--- src/sv/assert_macros.svh ---
// assertion helpers for the top-level rtl
`ifndef ASSERT_MACROS_SVH
`define ASSERT_MACROS_SVH

// same-cycle implication
`define ASSERT_IMP(lbl, clk, rst_n, ante, cons) \
  lbl: assert property (@(posedge clk) disable iff (!rst_n) (ante) |-> (cons)) \
    else $error("assertion failed");

// next-cycle implication
`define ASSERT_NXT(lbl, clk, rst_n, ante, cons) \
  lbl: assert property (@(posedge clk) disable iff (!rst_n) (ante) |=> (cons)) \
    else $error("assertion failed");

`endif

--- src/sv/ilh_ram.sv ---
`default_nettype none
module ilh_ram #(
  parameter int WIDTH = 8,
  parameter int DEPTH = 16,
  localparam int AW = (DEPTH > 1) ? $clog2(DEPTH) : 1
) (
  input  logic             clk,
  input  logic             we,
  input  logic [AW-1:0]    waddr,
  input  logic [WIDTH-1:0] wdata,
  input  logic [AW-1:0]    raddr,
  output logic [WIDTH-1:0] rdata
);

  logic [WIDTH-1:0] mem [DEPTH];

  always_ff @(posedge clk) begin
    if (we) begin
      mem[waddr] <= wdata;
    end
    rdata <= mem[raddr];
  end

endmodule
`default_nettype wire

--- config.mk ---
export PLATFORM = sky130hd
export DESIGN_NAME = ilh_ram
export DESIGN_NICKNAME = d
export VERILOG_FILES = /design/src/sv/assert_macros.svh /design/src/sv/ilh_ram.sv
export SDC_FILE = /design/constraint.sdc
export NUM_CORES = 1
export LEC_CHECK = 0
export BUFFER_PORTS_ARGS = -buffer_cell sky130_fd_sc_hd__buf_2
export CORE_MARGIN = 4
export CORE_UTILIZATION = 39
export CTS_BUF_LIST = sky130_fd_sc_hd__clkbuf_4 sky130_fd_sc_hd__clkbuf_8
export CTS_CLUSTER_DIAMETER = 200
export CTS_CLUSTER_SIZE = 20
export DETAILED_ROUTE_END_ITERATION = 16
export PLACE_DENSITY = 0.62
export SLEW_MARGIN = 20
export SYNTH_ARGS = -nofsm -noshare
export SYNTH_HDL_FRONTEND = slang
export SYNTH_SLANG_ARGS = --single-unit
export TNS_END_PERCENT = 1
--- constraint.sdc ---
create_clock -name clk -period 4.4 [get_ports clk]
set_input_delay 0.88 -clock clk [delete_from_list [all_inputs] [get_ports clk]]
set_output_delay 0.88 -clock clk [all_outputs]
set_load 0.05 [all_outputs]
Word level (Yosys, flattened, before mapping)
Memories as Yosys holds them, arrays and structs flattened. A register that Yosys moved wholly into a read port is not among the register bits.
Index checks and enable logic that the tools add are counted.
- register bits after elaboration: 0
- RAM bits: 128
- bits of input ports: 18
- output and inout bits: 8
- word-level logic and storage cells: 3
- memories: 1
- muxes and demuxes: 2
- memories (memory ; words ; width ; read ports ; clocked after memory_dff ; write ports ; RTL line ; source):
    mem ; 16 ; 8 ; 1 ; 1 ; 1 ; ilh_ram.sv:15 ; logic [WIDTH-1:0] mem [DEPTH];
- operators with widths (operator ; count):
    1-bit two-way mux ; 2

Longest topological paths before layout
- word-level depth: 2
- mapped depth: 5
- depth with buffers taken out: 3

Worst setup path before layout
Ideal clock, no wire load.
- path type: in2reg
- from: input waddr[2]
- to: memory mem[0][0], enable pin
- setup time: 0.383 ns
- arrival time: 1.990 ns
- data required time: 4.017 ns
- slack: 2.027 ns
- stages on the path: 2
- path buffers: 0
- path through: or3b_2 -> nor3_1
- RTL lines (item ; RTL line ; source):
    start: declaration ; ilh_ram.sv:9 ; input logic [AW-1:0] waddr,
    end: declaration ; ilh_ram.sv:15 ;
Straight into the memory's write port.

Final worst setup path
- from: input waddr[2]
- to: memory mem[2][1], enable pin
Straight into the memory's write port.

==> metrics.md <==
| Metric | Value |
|---|---|
| Status | `finished clean` |
| EDFF count, synth | `about 130` |
| Cts hold-fix bufs | `0` |
| Max-slew headroom | `between 20% and 30%` |
| Gpl congestion | `about 0.7` |
| Worst EP required | `~4.4 ns` |
| Rows | `~40` |
| Diode count | `0` |
| Clk slew on worst S/H paths | `roughly 0.07 ns` |
| Fmax | `roughly 460 MHz` |
| # fillers | `between 1000 and 1500` |
| Placed insts | `~420` |
| Number of global-route vias before repair | `2372` |
| Met2 wire length | `4.546 mm` |
| Vias/cell | `5.256` |
| GRT Overall Usage | `about 14%` |
| Avg WL per Cell | `about 22 µm` |
| Top cells by area, synth | `edfxtp_1 (75%), mux4_2 (7.9%), mux4_1 (7.1%)` |
| #FFs+latches synth | `136` |
| Final Slew Violations | `0` |
| Worst slew pin tran | `1.079 ns` |
| Worst IR Drop VDD | `~0.19 mV` |
| Pre-CTS WS | `roughly 1.5 ns` |
| Nets | `282` |
| Count leader, synth | `edfxtp_1` |
| Hold Path Class | `reg2reg` |
| Share of layout cells above drive strength 1 | `between 20 and 30%` |
| Register area share after synthesis | `~78%` |
| Post-route insts no fill | `~450` |
| Io pins | `26` |
| Final wirelength | `between 9 and 10 mm` |
| Synth area leader | `edfxtp_1` |
| Fin. Hold Viols | `0` |
| CP Capture Type | `register` |
| Final Skew | `0.01089 ns` |
| Final TNS setup | `0 ns` |
| CTS Buffer Depth | `2` |
| Final WS setup | `between 2 and 2.5 ns` |
| CTS H-tree depth | `4` |
| Die height | `122.9 µm` |
| HPWL Detailed | `between 6 and 7 mm` |
| Pwr/cell area | `between 400 and 500 nW/µm²` |
| Synth top area share | `approximately 75%` |
| Synthesized area per cell | `22.48 µm²` |
| 1st-iter DRT viols | `approximately 190` |
| Antenna violations before repair | `0` |
| Post-CTS Resized | `0` |
| Post-CTS Setup Bufs | `0` |
| Final period utilization | `~49%` |
| Final Critical Period | `~2.2 ns` |
| Largest net degree at the start of global routing | `33` |
| Post-Syn Instances | `229` |
| CTS Buf Count | `17` |
| TritonCTS clock tree | `yes` |
| Worst r2r path cells | `3` |
| Final setup violating endpoints | `0` |
| Slowest stage delay, CP | `roughly 0.68 ns` |
| Crit path cell chain | `buf_2 -> or3b_2 -> nor2_1` |
| 1st-pass router iterations | `4` |
| Min-Delay Path Depth | `3` |
| Port Buf Inserts | `25` |
| Met3 WL | `roughly 580 µm` |
| RSZ-0062 raised after global routing | `false` |
| Via count | `2360` |
| First-pass GRT wire length | `14.76 mm` |
| Post-Syn Nets | `between 200 and 250` |
| DR top layer | `met4` |
| Synthesis-to-layout area growth | `12.35%` |
| CP startpoint kind | `input port` |
| Post-synth top flop | `edfxtp_1` |
| DIE WIDTH | `around 120 µm` |
| Synth cell count leaders | `edfxtp_1 (128), mux4_2 (18), a22oi_1 (16), mux4_1 (14), nor2_1 (13)` |
| Synth async-reset ratio | `0%` |
| Post-synthesis cell area | `~5100 µm²` |
| DRC errors left | `0` |
| Leakage | `roughly 1.9 nW` |
| Synth Warn # | `0` |
| Clock latency on the worst-skew pair | `approximately 0.42 ns` |
| Post-route ant nets | `0` |
| WP data arrival | `2.21 ns` |
| Grt ovf | `0` |
| Root Driver | `clkbuf_8` |
| Clk sink count | `between 100 and 150` |
| Yosys cell types | `19` |
| DIE AREA | `15100 µm²` |
| Critical-path top delay cell | `nor2_1` |
| CP Max Fanout | `8` |
| WS Path Type | `in2reg` |
| Core Area | `between 10000 and 15000 µm²` |
| Met1 wire length | `4.549 mm` |
| Initial Utilization | `40.30%` |
| Number of max-cap violations | `0` |
[critical path: cells and delay by family]
family	cells	cell delay (ns)
buf+inv	1	0.12
simple gates	2	1.21
[cells in the final DEF, fill, tap and decap left out, types with 3 or more instances in the layout]
| cell type | n |
|---|---|
| edfxtp_1 | 128 |
| mux4_2 | 18 |
| a22oi_1 | 16 |
| nor3_2 | 3 |
| clkbuf_4 | 6 |
| nor2_1 | 13 |
| dfxtp_1 | 8 |
| clkbuf_8 | 21 |
| mux4_1 | 14 |
| clkinv_2 | 3 |
| nand2_1 | 9 |
| buf_2 | 24 |
[state kept, by name, indices dropped and copies added (netlist names)]
register  flops
mem         128
rdata         8
[through the flow]
stage | instance area, µm² | hold WS [ns] | power [mW] | util, %
after floorplan | 5147 | 0.6293 | 1.585 | -
final | 5783 | 0.6701 | 2.513 | 45.27
after global placement | 5419 | 0.6566 | 1.638 | 42.42
after global routing | 5783 | 0.7183 | 2.611 | 45.27
after detailed placement | 5424 | 0.6554 | 1.642 | 42.46
after CTS | 5781 | 0.6714 | 2.534 | 45.25
[layer usage]
layer / vias up / GRT usage (%)
met5: - / 0
li1: 1039 / -
met4: 0 / 6.088
met3: 8 / 3.779
met2: 82 / 20.74
met1: 1231 / 20.11
[cells by family (layout without fill, tap and decap cells)]
kind of cell,count (synthesis),in the layout,synth area share [%]
AND/OR/NAND/NOR,35,35,3.184
AO/OA/AOI/OAI,16,16,2.334
flip-flops,136,136,77.78
buffers and inverters,10,58,1.677
multiplexers,32,32,15.02
[worst paths after layout]
check                  start  slack [ns]        end
setup / recovery    waddr[2]        2.23  mem[2][1]
hold / removal    mem[14][5]        0.67   rdata[5]
setup reg to reg   mem[2][3]        3.03   rdata[3]
hold reg to reg   mem[14][5]        0.67   rdata[5]
[power breakdown]
group | internal [mW] | leakage [nW] | switching, mW
Combinational | 0.0520 | 0.480 | 0.103
Clock | 0.482 | 0.193 | 0.420
Sequential | 1.45 | 1.22 | 0.00915
Total | 1.98 | 1.90 | 0.532
[layout make-up]
cell class | count | area, µm² | share of cell area (%)
sequential | 136 | 4004 | 69.23
timing repair buffer | 26 | 135.1 | 2.337
tap | 172 | 215.2 | 3.721
clock buffer | 27 | 334.1 | 5.777
multi-input combinational | 83 | 1072 | 18.54
clock inverter | 5 | 22.52 | 0.3894
Power figures use the tool's default switching activity.
